`config.mk`:
```
export PLATFORM = sky130hd
export DESIGN_NAME = selsc_scale_div
export DESIGN_NICKNAME = d
export VERILOG_FILES = /design/src/rtl/selsc_pkg.sv /design/src/rtl/selsc_scale_div.sv
export SDC_FILE = /design/constraint.sdc
export NUM_CORES = 2
export LEC_CHECK = 0
export ABC_AREA = 1
export ABC_CLOCK_PERIOD_IN_PS = 9900
export CORE_MARGIN = 3
export CORE_UTILIZATION = 49
export CTS_CLUSTER_DIAMETER = 30
export DETAILED_ROUTE_END_ITERATION = 10
export DONT_BUFFER_PORTS = 1
export PLACE_DENSITY = 0.71
export SYNTH_ARGS = -nofsm -noshare
export SYNTH_HDL_FRONTEND = slang
export SYNTH_SLANG_ARGS = --single-unit
```
`constraint.sdc`:
```
create_clock -name i_clk -period 9.9 [get_ports i_clk]
set_clock_uncertainty 0.05 [all_clocks]
set_input_delay 1.98 -clock i_clk [delete_from_list [all_inputs] [get_ports i_clk]]
set_output_delay 1.98 -clock i_clk [all_outputs]
set_load 0.02 [all_outputs]
```
`src/rtl/selsc_pkg.sv`:
```
// Shared types and constants of the spectral energy log scaler.
// No dependencies; every other file of the block imports this package.
package selsc_pkg;

    localparam int unsigned IN_W     = 22;   // energy field width
    localparam int unsigned V_W      = 16;   // energy after the input shift
    localparam int unsigned SHIFT_IN = 6;
    localparam int unsigned IP_W     = 4;    // integer part of the Q4.12 log
    localparam int unsigned FRAC_W   = 12;   // kept fraction bits
    localparam int unsigned LOG_W    = IP_W + FRAC_W;
    localparam int unsigned OUT_W    = 17;
    localparam int unsigned PROD_W   = 32;   // value times scale
    localparam int unsigned Y_W      = 27;   // product with the divisor's power of two removed
    localparam int unsigned RECIP_W  = 17;
    localparam int unsigned ACC_W    = Y_W + RECIP_W;
    localparam int unsigned ODD_W    = 11;

    // 64000 = 2^9 * 125, 60000 = 2^5 * 1875
    localparam int unsigned LOG_DIV_SHIFT   = 9;
    localparam int unsigned LIN_DIV_SHIFT   = 5;
    localparam logic [ODD_W-1:0]   LOG_DIV_ODD = 11'd125;
    localparam logic [ODD_W-1:0]   LIN_DIV_ODD = 11'd1875;
    // floor(2^23 / 125) and floor(2^27 / 1875)
    localparam logic [RECIP_W-1:0] LOG_RECIP   = 17'd67108;
    localparam logic [RECIP_W-1:0] LIN_RECIP   = 17'd71582;

    typedef enum logic [1:0] {
        REG_OUT_SCALE   = 2'd0,
        REG_FLOOR_LEVEL = 2'd1,
        REG_LOG_MODE    = 2'd2
    } t_reg_idx;

    // Beat inside the squaring chain: mantissa normalized so that its
    // leading one sits at bit 15, mask clears the bits below Q[ip].
    typedef struct packed {
        logic [V_W-1:0]    mant;
        logic [V_W-1:0]    mask;
        logic [IP_W-1:0]   ip;
        logic [FRAC_W-1:0] frac;
        logic              zero;
        logic [V_W-1:0]    v;
    } t_sq_beat;

    // Beat leaving the logarithm unit.
    typedef struct packed {
        logic [LOG_W-1:0] lg;
        logic [V_W-1:0]   v;
    } t_lvl_beat;

endpackage

```
`src/rtl/selsc_scale_div.sv`:
```
// Scale multiply and exact division by 64000 or 60000 through a reciprocal.
// Depends on selsc_pkg.
module selsc_scale_div (
    input  logic                       i_clk,
    input  logic                       i_rst_n,
    input  logic                       i_valid,
    output logic                       o_ready,
    input  selsc_pkg::t_lvl_beat       i_beat,
    input  logic [selsc_pkg::V_W-1:0]  i_out_scale,
    input  logic                       i_lin,
    output logic                       o_valid,
    input  logic                       i_ready,
    output logic [selsc_pkg::OUT_W-1:0] o_level
);
    import selsc_pkg::*;

    logic              r_m_valid, r_a_valid, r_b_valid, r_c_valid;
    logic              w_m_ready, w_a_ready, w_b_ready, w_c_ready;
    logic [PROD_W-1:0] r_m_x;
    logic              r_m_lin, r_a_lin, r_b_lin;
    logic [ACC_W-1:0]  r_a_prod;
    logic [Y_W-1:0]    r_a_y, r_b_y;
    logic [OUT_W-1:0]  r_b_q0;
    logic [Y_W-1:0]    r_b_qc;
    logic [OUT_W-1:0]  r_c_level;

    logic [V_W-1:0]     w_mul_in;
    logic [Y_W-1:0]     w_y;
    logic [RECIP_W-1:0] w_recip;
    logic [OUT_W-1:0]   w_q0;
    logic [ODD_W-1:0]   w_b_odd;
    logic [ODD_W-1:0]   w_c_odd;
    logic [Y_W-1:0]     w_rem;
    logic               w_corr;

    assign w_c_ready = !r_c_valid || i_ready;
    assign w_b_ready = !r_b_valid || w_c_ready;
    assign w_a_ready = !r_a_valid || w_b_ready;
    assign w_m_ready = !r_m_valid || w_a_ready;
    assign o_ready   = w_m_ready;

    always_ff @(posedge i_clk) begin
        if (!i_rst_n) begin
            r_m_valid <= 1'b0;
            r_a_valid <= 1'b0;
            r_b_valid <= 1'b0;
            r_c_valid <= 1'b0;
        end else begin
            if (w_m_ready) r_m_valid <= i_valid;
            if (w_a_ready) r_a_valid <= r_m_valid;
            if (w_b_ready) r_b_valid <= r_a_valid;
            if (w_c_ready) r_c_valid <= r_b_valid;
        end
    end

    always_comb begin
        w_mul_in = i_lin ? i_beat.v : i_beat.lg;
        // strip the divisor's power of two, then multiply by the odd part's reciprocal
        w_y      = r_m_lin ? r_m_x[PROD_W-1:LIN_DIV_SHIFT]
                           : {{(LOG_DIV_SHIFT-LIN_DIV_SHIFT){1'b0}},
                              r_m_x[PROD_W-1:LOG_DIV_SHIFT]};
        w_recip  = r_m_lin ? LIN_RECIP : LOG_RECIP;
        w_q0     = r_a_lin ? r_a_prod[ACC_W-1:Y_W]
                           : r_a_prod[ACC_W-1-(LOG_DIV_SHIFT-LIN_DIV_SHIFT):
                                      Y_W-(LOG_DIV_SHIFT-LIN_DIV_SHIFT)];
        w_b_odd  = r_a_lin ? LIN_DIV_ODD : LOG_DIV_ODD;
        // the estimate is low by at most one
        w_c_odd  = r_b_lin ? LIN_DIV_ODD : LOG_DIV_ODD;
        w_rem    = r_b_y - r_b_qc;
        w_corr   = (w_rem >= {{(Y_W-ODD_W){1'b0}}, w_c_odd});
    end

    always_ff @(posedge i_clk) begin
        if (w_m_ready && i_valid) begin
            r_m_x   <= {{V_W{1'b0}}, w_mul_in} * {{V_W{1'b0}}, i_out_scale};
            r_m_lin <= i_lin;
        end
        if (w_a_ready && r_m_valid) begin
            r_a_prod <= {{RECIP_W{1'b0}}, w_y} * {{Y_W{1'b0}}, w_recip};
            r_a_y    <= w_y;
            r_a_lin  <= r_m_lin;
        end
        if (w_b_ready && r_a_valid) begin
            r_b_q0  <= w_q0;
            r_b_qc  <= Y_W'({{(Y_W-OUT_W){1'b0}}, w_q0} * {{(Y_W-ODD_W){1'b0}}, w_b_odd});
            r_b_y   <= r_a_y;
            r_b_lin <= r_a_lin;
        end
        if (w_c_ready && r_b_valid) begin
            r_c_level <= r_b_q0 + {{(OUT_W-1){1'b0}}, w_corr};
        end
    end

    assign o_valid = r_c_valid;
    assign o_level = r_c_level;

endmodule

```
---- Word-level counts from Yosys, hierarchy flattened ----
Index checks and enable logic that the tools add are counted.
operators by class
  $add $sub $neg .......................... 2
  multiply operators ...................... 3
  magnitude comparators ................... 1
  muxes and demuxes ....................... 6
  reductions and logical operators ........ 12
operator list
  kind               count
  $mul 27x17->44     1
  $mul 16x16->32     1
  $ge 27x11->1       1
  $mul 17x11->27     1
  $mux 27            1
  $sub 27x27->27     1
  $mux 11            2
  $add 17x1->17      1
  $mux 17            1
  $mux 16            1
  $mux 13            1
  $logic_and 1x1->1  4
  $logic_not 1->1    4
  $logic_or 1x1->1   4
storage, ports and cells
  register bits ........................... 198
  bits of input ports ..................... 53
  output and inout port bits .............. 19
  word-level logic and storage cells ...... 38

---- Depth between registers and ports, before layout ----
  depth after elaboration ................. 6
  depth in mapped cells ................... 30
  mapped depth without buffers ............ 29

---- Worst setup path before layout ----
Ideal clock, no wire load.
  path kind ............................... input -> register
  from .................................... in i_lin
  to ...................................... reg r_m_x[29], data pin
  setup time .............................. 0.252 ns
  arrival time ............................ 7.221 ns
  required time ........................... 9.598 ns
  setup slack ............................. 2.376 ns
  stages on the path ...................... 24
  buffers on the path ..................... 1
  path through ............................ inv_1 -> clkbuf_1 -> or2_2 -> nand2_1 -> clkinv_1 -> nand2_1 -> fa_1 -> fa_1 -> inv_1 -> fa_1 -> fa_1 -> fa_1 -> inv_1 -> fa_1 -> inv_1 -> ha_1 -> a21oi_1 -> inv_1 -> a31oi_1 -> o21ai_0 -> a31oi_1 -> nand2_1 -> nand2_1 -> nand2_1
between the ends
  word-level cells in the longest chain between the ends .. 2
RTL lines
  item                  RTL line               source
  start, declared       selsc_scale_div.sv:10  input logic i_lin,
  $mux 16               selsc_scale_div.sv:57  w_mul_in = i_lin ? i_beat.v : i_beat.lg;
  $mul 16x16->32        selsc_scale_div.sv:75  r_m_x <= {{V_W{1'b0}}, w_mul_in} * {{V_W{1'b0}}, i_out_scale};
  end signal, assigned  selsc_scale_div.sv:75
  end, declared         selsc_scale_div.sv:19  logic [PROD_W-1:0] r_m_x;
No other way between the ends.
A chain may end at the register's enable or synchronous reset.

---- Worst setup path in the final report ----
  from .................................... in i_lin
  to ...................................... reg r_m_x[26], data pin
The elaborated chain is that of the path after synthesis.

==> run_results.csv <==
group,metric,value,unit
status,outcome,"completed",
floorplan,core,62400,sq um
final_layout,drive_gt1_frac,0.0260,
clock_tree,htree_levels,4,
run,max_cap_violations,0,
final_layout,nFillCells,5835,
logic_synthesis,synthXorXnorAreaFrac,0.0238,
setup_path,arrival,7930,ps
route,first_iter_violations,1769,
clock_tree,cts_tree,"built",
logic_synthesis,synth_fa_ha_area_frac,0.492,
clock_tree,clk_path_buf_depth,2,
grt,grt-ovfl-total,0,
min_path,holdPathStages,0,
min_path,hold_path.class,"reg2reg",
floorplan,fp.dieArea,66800,sq um
route,wl_per_cell,18.8,microns
setup_path,worst_setup_path_start_kind,"input port",
route,post-route-drc-count,0,
timing,final-max-slew-violation-count,0,
timing,hold_viol_final,0,
timing,grt_setup_unrepaired,"no",
grt,grt_usage,0.263,
timing,final.period_utilization,0.782,
timing,fin_tns_setup,0,ps
timing,setup-violations-final,0,
placed_design,place_congestion,0.986,
clock_tree,cts_resized,0,
logic_synthesis,synthCells,3590,
route,routed_wl,83.6,mm
floorplan,core.rowCount,91,
grt,grt_pass1_wl,135,mm
logic_synthesis,synth_compound_area_frac,0.0604,
logic_synthesis,ys_warn_count,0,
placed_design,dp_hpwl,74.2,mm
logic_synthesis,synth_mux_area_frac,0,
setup_path,crit_type,"in2reg",
logic_synthesis,synthSimpleGateAreaFrac,0.139,
grt,grt_antenna_before_repair,0,
logic_synthesis,synth_seq_area_share,0.161,
grt,grt_pass1_vias,24100,
timing,max_slew.worst_pin.slew,1210,ps
clock_tree,cts_buffers,17,
route,vias,23200,
logic_synthesis,syn_area,31200,sq um
logic_synthesis,synthFlopType,"edfxtp_1",
setup_path,worstSetupEndpointType,"register",
grt,grt_max_degree,72,
clock_tree,cts_setup_buffers,0,
placed_design,portBuffers,0,
setup_path,cp_max_fo,19,
timing,fmax,129,MHz
floorplan,die_w,258,microns
clock_tree,clk_pin_slew_worst_paths,80,ps
setup_path,cp.required,10090,ps
logic_synthesis,synth_edf_count,165,
timing,max_slew_margin,0.191,
route,dr.pass1.iters,6,
clock_tree,hold_buffers,0,
route,antenna_left,0,
final_layout,syn_to_final_growth,5.26,%
logic_synthesis,yosys.cell_types.count,49,
final_layout,antennaDiodeCount,0,
logic_synthesis,synth-seq-cells,169,
route,viasPerCell,5.21,
clock_tree,clock_sinks,169,
floorplan,die_h,258,microns
floorplan,ios,72,
final_layout,final_nets,4564,
timing,fin_crit,7740,ps
logic_synthesis,synth_top_family_by_area,"adder cells",
logic_synthesis,postSynthAreaPerCell,8.70,sq um
floorplan,initial_core_util,0.501,
setup_path,r2r_cells,26,
logic_synthesis,async_flop_share,0,
clock_tree,clk-insertion-delay-late,490,ps
clock_tree,root_buffer,"clkbuf_16",
## state kept, by name, indices dropped and copies added, names as in the netlist
register	cells
r_a_y	27
r_b_y	27
r_m_x	27
r_b_qc	26
r_a_prod	21
o_level	17
r_b_q0	17
o_valid	1
r_a_lin	1
r_a_valid	1
r_b_lin	1
r_b_valid	1
r_m_lin	1
r_m_valid	1
## routing by layer
metal / global-route usage / vias up / share of wire
met2: 0.423 / 889 / 0.46
met4: 0.0816 / 0 / 0.032
met5: 0 / - / 0
met3: 0.0561 / 160 / 0.080
li1: - / 10900 / -
met1: 0.359 / 11300 / 0.43
## cells by family after synthesis
| kind of cell | after synthesis |
|---|---|
| AOI/OAI and AO/OA | 335 |
| xor gates and xnor gates | 85 |
| adders and majority gates | 911 |
| buffers and inverters | 1028 |
| DFF | 169 |
| other | 2 |
| and+or+nand+nor | 1060 |
## cell type report
cell class,count,area (sq um),area share
clock buffers,17,425,0.0129
clock inverters,15,188,0.00571
inverters,991,3720,0.113
multi-input cells,2416,22400,0.682
flip-flops and latches,169,5030,0.153
well taps,837,1050,0.0318
repair buffers,5,37.5,0.00114
## placed cells by master, fill, tap and decap left out, types with 25 or more instances in the layout
master      n
nand3_1    81
edfxtp_1  165
conb_1     25
o21ai_0    74
xor2_1     63
or2_2      28
fa_1      527
nor2_1    304
nand2_1   569
inv_1     981
ha_1      384
a21oi_1   181
## path summary, 6_finish.rpt
kind,to,start,slack (ps)
max,r_m_x[26],i_lin,2160
min,r_b_y[21],r_a_y[21],360
max reg2reg,r_a_prod[43],r_m_lin,2800
min reg2reg,r_b_y[21],r_a_y[21],360
## through the flow
step	instance area, sq um	utilization	hold WS [ps]	std cells	setup slack [ps]
CTS	32900	0.527	356	4450	2250
finish	32900	0.527	357	4450	2160
detailed placement	32300	0.517	355	4418	1720
global route	32900	0.527	360	4450	1730
global placement	32300	0.517	352	4418	1770
floorplan	31300	-	350	3613	2380
## synthesized netlist by cell type, types with 2 or more instances
master	n	area (sq um)
nand3b_1	6	45.0
o31ai_1	2	15.0
o21ai_0	75	375
conb_1	2	7.51
buf_1	4	15.0
clkbuf_1	30	113
clkinv_1	8	30.0
a21o_1	12	90.1
o211ai_1	4	30.0
and3_1	2	12.5
fa_1	527	10600
nor4_1	4	25.0
xnor2_1	22	193
or2_2	28	175
dfxtp_1	4	80.1
nor2_1	306	1150
a31oi_1	9	56.3
o21bai_1	15	113
o21ai_2	5	43.8
ha_1	384	4800
nand2_1	569	2140
nand2_2	11	68.8
nand3_2	3	30.0
o21a_1	13	97.6
a21oi_1	181	906
nor3_1	24	120
a21boi_0	5	37.5
edfxtp_1	165	4950
nand4_1	18	113
xor2_1	63	552
a211oi_1	3	22.5
nand3_1	81	405
buf_2	2	10.0
and2_1	5	31.3
inv_1	983	3690
o221ai_1	2	17.5
## critical path: stages
cell and delay [ps]:
inv_1 110, or2_2 300, o21ai_1 620, inv_1 330, nand2_1 190, fa_1 450
fa_1 520, fa_1 430, fa_1 510, fa_1 430, fa_1 490, inv_1 40
ha_1 360, a21oi_1 230, inv_1 60, a31oi_1 260, o21ai_0 140, a211oi_1 280
nand2_1 90, nand2_1 60, nand2_1 40
Power is left out: the tool's default activity adds up to more than one toggle a clock period on the data nets, which glitch-free logic cannot reach.
